===== src/sv/tos_pkg.sv =====
package tos_pkg;

  localparam int DATA_W    = 32;
  localparam int FRAC_BITS = 24;
  localparam int PROD_W    = 2 * DATA_W;
  localparam int ACC_W     = 48;
  localparam int MAX_TERMS = 16;
  localparam int IDX_W     = $clog2(MAX_TERMS);

  // configuration register file
  localparam int STEP_W   = 31;
  localparam int TC_W     = 5;
  localparam int ADDR_W   = 4;
  localparam int REG_IDX_W = 2;
  localparam logic [REG_IDX_W-1:0] REG_STEP  = 2'd0;
  localparam logic [REG_IDX_W-1:0] REG_DIR   = 2'd1;
  localparam logic [REG_IDX_W-1:0] REG_TERMS = 2'd2;
  localparam logic [STEP_W-1:0] STEP_RST  = 31'd1677722;
  localparam logic [TC_W-1:0]   TERMS_RST = 5'd10;

  // divider: magnitude of a 33-bit difference, several quotient bits per cycle
  localparam int DIV_IN_W = DATA_W + 1;
  localparam int DIV_STEP = 8;
  localparam int DIV_CYC  = (DIV_IN_W + DIV_STEP - 1) / DIV_STEP;
  localparam int DIV_W    = DIV_CYC * DIV_STEP;
  localparam int DIVC_W   = $clog2(DIV_CYC);

  localparam logic signed [ACC_W-1:0] SAT_MAX =
    {{(ACC_W-DATA_W+1){1'b0}}, {(DATA_W-1){1'b1}}};
  localparam logic signed [ACC_W-1:0] SAT_MIN =
    {{(ACC_W-DATA_W+1){1'b1}}, {(DATA_W-1){1'b0}}};
  localparam logic signed [PROD_W-1:0] RND_HALF = PROD_W'(1) << (FRAC_BITS - 1);

  // round to nearest, ties toward +inf, then drop the fraction
  function automatic logic signed [ACC_W-1:0] q_round(input logic signed [PROD_W-1:0] p);
    logic signed [PROD_W-1:0] t;
    t = p + RND_HALF;
    t = t >>> FRAC_BITS;
    return t[ACC_W-1:0];
  endfunction

  function automatic logic signed [DATA_W-1:0] sat_val(input logic signed [ACC_W-1:0] v);
    logic signed [ACC_W-1:0] r;
    r = v;
    if (v > SAT_MAX) r = SAT_MAX;
    if (v < SAT_MIN) r = SAT_MIN;
    return r[DATA_W-1:0];
  endfunction

  function automatic logic sat_hit(input logic signed [ACC_W-1:0] v);
    return (v > SAT_MAX) || (v < SAT_MIN);
  endfunction

endpackage


===== src/sv/tos_div.sv =====
module tos_div (
  input  logic                          clk,
  input  logic                          rst,
  input  logic                          start,
  input  logic [tos_pkg::DIV_IN_W-1:0]  dividend,
  input  logic [tos_pkg::IDX_W-1:0]     divisor,
  output logic                          done,
  output logic [tos_pkg::DIV_IN_W-1:0]  quotient
);

  logic [tos_pkg::DIV_W-1:0]  work;
  logic [tos_pkg::DIV_W-1:0]  work_next;
  logic [tos_pkg::IDX_W-1:0]  rem;
  logic [tos_pkg::IDX_W-1:0]  rem_next;
  logic [tos_pkg::DIVC_W-1:0] cnt;
  logic                       busy;

  // restoring division, DIV_STEP quotient bits per cycle; quotient shifts in behind
  always_comb begin
    logic [tos_pkg::IDX_W:0] t;
    work_next = work;
    rem_next  = rem;
    for (int s = 0; s < tos_pkg::DIV_STEP; s++) begin
      t = {rem_next, work_next[tos_pkg::DIV_W-1]};
      work_next = {work_next[tos_pkg::DIV_W-2:0], 1'b0};
      if (t >= {1'b0, divisor}) begin
        t = t - {1'b0, divisor};
        work_next[0] = 1'b1;
      end
      rem_next = t[tos_pkg::IDX_W-1:0];
    end
  end

  always_ff @(posedge clk) begin
    if (rst) begin
      busy <= 1'b0;
      done <= 1'b0;
      cnt  <= '0;
    end else begin
      if (start) begin
        work <= tos_pkg::DIV_W'(dividend);
        rem  <= '0;
        cnt  <= '0;
        busy <= 1'b1;
        done <= 1'b0;
      end else if (busy) begin
        work <= work_next;
        rem  <= rem_next;
        if (cnt == tos_pkg::DIVC_W'(tos_pkg::DIV_CYC - 1)) begin
          busy <= 1'b0;
          done <= 1'b1;
        end else begin
          cnt  <= cnt + 1'b1;
          done <= 1'b0;
        end
      end else begin
        done <= 1'b0;
      end
    end
  end

  assign quotient = work[tos_pkg::DIV_IN_W-1:0];

endmodule


===== config.mk =====
export PLATFORM = sky130hd
export DESIGN_NAME = tos_div
export DESIGN_NICKNAME = d
export VERILOG_FILES = /design/src/sv/tos_pkg.sv /design/src/sv/tos_div.sv
export SDC_FILE = /design/constraint.sdc
export NUM_CORES = 1
export LEC_CHECK = 0
export BUFFER_PORTS_ARGS = -buffer_cell sky130_fd_sc_hd__buf_2
export CAP_MARGIN = 20
export CORE_MARGIN = 10
export CORE_UTILIZATION = 57
export CTS_CLUSTER_DIAMETER = 80
export DETAILED_ROUTE_END_ITERATION = 10
export PLACE_DENSITY = 0.81
export SLEW_MARGIN = 20
export SYNTH_ARGS = -nofsm -noshare
export SYNTH_HDL_FRONTEND = slang
export SYNTH_SLANG_ARGS = --single-unit

===== constraint.sdc =====
create_clock -name clk -period 22.9 [get_ports clk]
set_input_delay 5.725 -clock clk [delete_from_list [all_inputs] [get_ports clk]]
set_output_delay 5.725 -clock clk [all_outputs]
set_load 0.01 [all_outputs]

==> results.sh <==
export IMPL_yosys_warnings=0
export IMPL_critPathLaunchType="primary input"
export IMPL_hold_slack_ns=0.514
export IMPL_ant_nets=0
export IMPL_avgSynthCellArea_um2=10.8
export IMPL_synth_cell_types=62
export IMPL_cts_tree="done"
export IMPL_grt_pass1_vias=3081
export IMPL_die_x_um=105
export IMPL_clk_pin_slew_ns=0.08
export IMPL_gp_congestion=0.885
export IMPL_cts_repair_resized=0
export IMPL_min_period_ns=20.55
export IMPL_syn_area_um2=4110
export IMPL_synth_largest_area_cell="edfxtp_1"
export IMPL_die_area_um2=11000
export IMPL_wl_um=8940
export IMPL_vias_per_cell=5.58
export IMPL_hpwl_um=7110
export IMPL_io_buffers=73
export IMPL_overflow=0
export IMPL_yosys_register_bits=49
export IMPL_crit_family="compound AO/OA/AOI/OAI gates"
export IMPL_syn_nets=463
export IMPL_std_cell_rows=30
export IMPL_grt_usage_pct=16.3
export IMPL_hold_viol_final=0
export IMPL_setup_tns_ns=0
export IMPL_rsz0062_at_grt="false"
export IMPL_drive_above_1_share_pct=31.0
export IMPL_dr_first_iter_drc_count=127
export IMPL_synth_seq_area_share_pct=34.6
export IMPL_grt_max_degree=46
export IMPL_insertion_delay_ns=0.29
export IMPL_critPathBufInv=7
export IMPL_final_max_slew_viol_count=0
export IMPL_critPathMaxFanout=11
export IMPL_instances_no_fill=516
export IMPL_arrival_ns=20.60
export IMPL_core_area_um2=6910
export IMPL_postCtsSetupBuffers=0
export IMPL_die_h_um=105
export IMPL_fin_worst_skew_ns=0.00629
export IMPL_cts_hold_buf=0
export IMPL_cts_sinks=49
export IMPL_slowest_delay_ns=0.77
export IMPL_synth_area_leaders="edfxtp_1 (32%), ha_1 (10%), mux2_2 (8.5%)"
export IMPL_max_slew_margin_pct=40.5
export IMPL_period_share_pct=89.7
export IMPL_synth_edff_count=44
export IMPL_nets=501
export IMPL_area_growth_pct=6.91
export IMPL_yosysTopAreaCellShare_pct=32.1
export IMPL_timing_final_ws_setup_ns=2.35
export IMPL_outcome="completed"
export IMPL_worstPathRequired_ns=22.95
export IMPL_worstHoldPathType="reg2reg"
export IMPL_synthCells=381
export IMPL_end_kind="flop"
export IMPL_vias=2878
export IMPL_crit_slowest_cell="a211oi_2"
export IMPL_maxCapViolCount=0
export IMPL_dp_cells=508
export IMPL_start_util_pct=59.5
export IMPL_max_freq_mhz=48.7
export IMPL_worstSetupPathType="in2reg"
export IMPL_synth_top_flop_cell="edfxtp_1"
export IMPL_synth_async_reset_ratio_pct=0
export IMPL_pin_count=74
export IMPL_first_pass_iters=4
export IMPL_num_antenna_cells=0
export IMPL_cts_root_buf="clkbuf_8"
export IMPL_wl_per_cell_um=17.3
export IMPL_cts_made_buffers=5
export IMPL_grt_pass1_wl_um=15200
export IMPL_tightest_slew_ns=0.891
export IMPL_post_route_drc_count=0
export IMPL_antenna_found_initial=0
export IMPL_pre_cts_ws_ns=2.20
export IMPL_cts_max_path_buffers=2
export IMPL_crit_path_frequent_cell="ha_1"
export IMPL_htreeDepth=2
export IMPL_finalSetupViolCount=0
[routing by layer]
metal | wire (um) | global-route usage, %
met1 | 3920 | 19.8
met2 | 4290 | 27.7
met3 | 646 | 4.73
met4 | 74 | 3.82
met5 | 0 | 0
[worst register-to-register path: cells and delay by family, from the launching register on]
family / cells / cell delay [ns]
flops: 1 / 0.37
compound gates: 31 / 7.74
buf+inv: 7 / 0.55
simple gates: 8 / 1.95
fa+ha+maj: 9 / 2.61
mux: 4 / 1.56
[final timing paths]
kind | start | to | slack [ns] | depth (start not counted)
setup / recovery | divisor[1] | rem[0]$_SDFFCE_PP0P_ | 2.35 | 60
hold / removal | cnt[2]$_SDFFE_PP0P_ | done$_SDFF_PP0_ | 0.51 | 1
setup reg to reg | work[39]$_SDFFCE_PP0P_ | rem[0]$_SDFFCE_PP0P_ | 7.90 | 59
hold reg to reg | cnt[2]$_SDFFE_PP0P_ | done$_SDFF_PP0_ | 0.51 | 1
[cell type report]
type	count	area (um2)
clock buffers	8	80.1
fillers	575	2510
inverters	31	116
multi-input cells	258	2270
flip-flops and latches	49	1420
well taps	96	120
repair buffers	74	385
[stage by stage]
step / instance area, um2 / util, %
2_1_floorplan: 4110 / -
6_report: 4390 / 63.6
4_1_cts: 4390 / 63.6
3_3_place_gp: 4290 / 62.2
5_1_grt: 4390 / 63.6
3_5_place_dp: 4310 / 62.5
[sequential cells by signal, summed over array words and instances (netlist names)]
name,flops
work,40
rem,4
cnt,3
busy,1
done,1
[placed cells by master (no fill, tap or decap), types with 4 or more instances in the layout]
cell type,count
edfxtp_1,44
fa_1,8
a21oi_1,16
a211oi_1,4
xnor2_1,6
nand2_1,13
xor2_1,10
clkbuf_8,5
dfxtp_1,5
o21ai_1,4
nor2_1,13
o21ai_0,10
mux2i_1,10
nor2b_1,10
inv_1,30
ha_1,34
mux2_2,31
nand2b_1,10
buf_2,73
a211o_1,5
a21o_1,12
nor3_1,6
[synthesized netlist by cell type (all sizes together) (2+ instances only)]
master	instances
edfxtp	44
mux2	33
fa	8
xnor2	6
nand3	3
nand2	13
a21oi	18
ha	34
nor2	15
and3	2
nor3b	2
and2	3
clkbuf	6
xor2	10
o21ai	15
a21boi	3
a211oi	9
a211o	5
dfxtp	5
o31ai	2
a31oi	2
buf	37
o21a	3
mux2i	11
inv	30
nor2b	10
a311oi	3
nand2b	10
a21o	13
nor3	6
[kinds of logic after synthesis]
logic type	share of synthesized area [%]
AO/OA/AOI/OAI	15.6
buffers and inverters	10.3
AND/OR/NAND/NOR	9.80
flip-flops	34.6
multiplexers	12.0
adder cells (fa/ha/maj)	14.2
XOR/XNOR	3.41
Power is left out: the tool's default activity adds up to more than one toggle a clock period on the data nets, which glitch-free logic cannot reach.
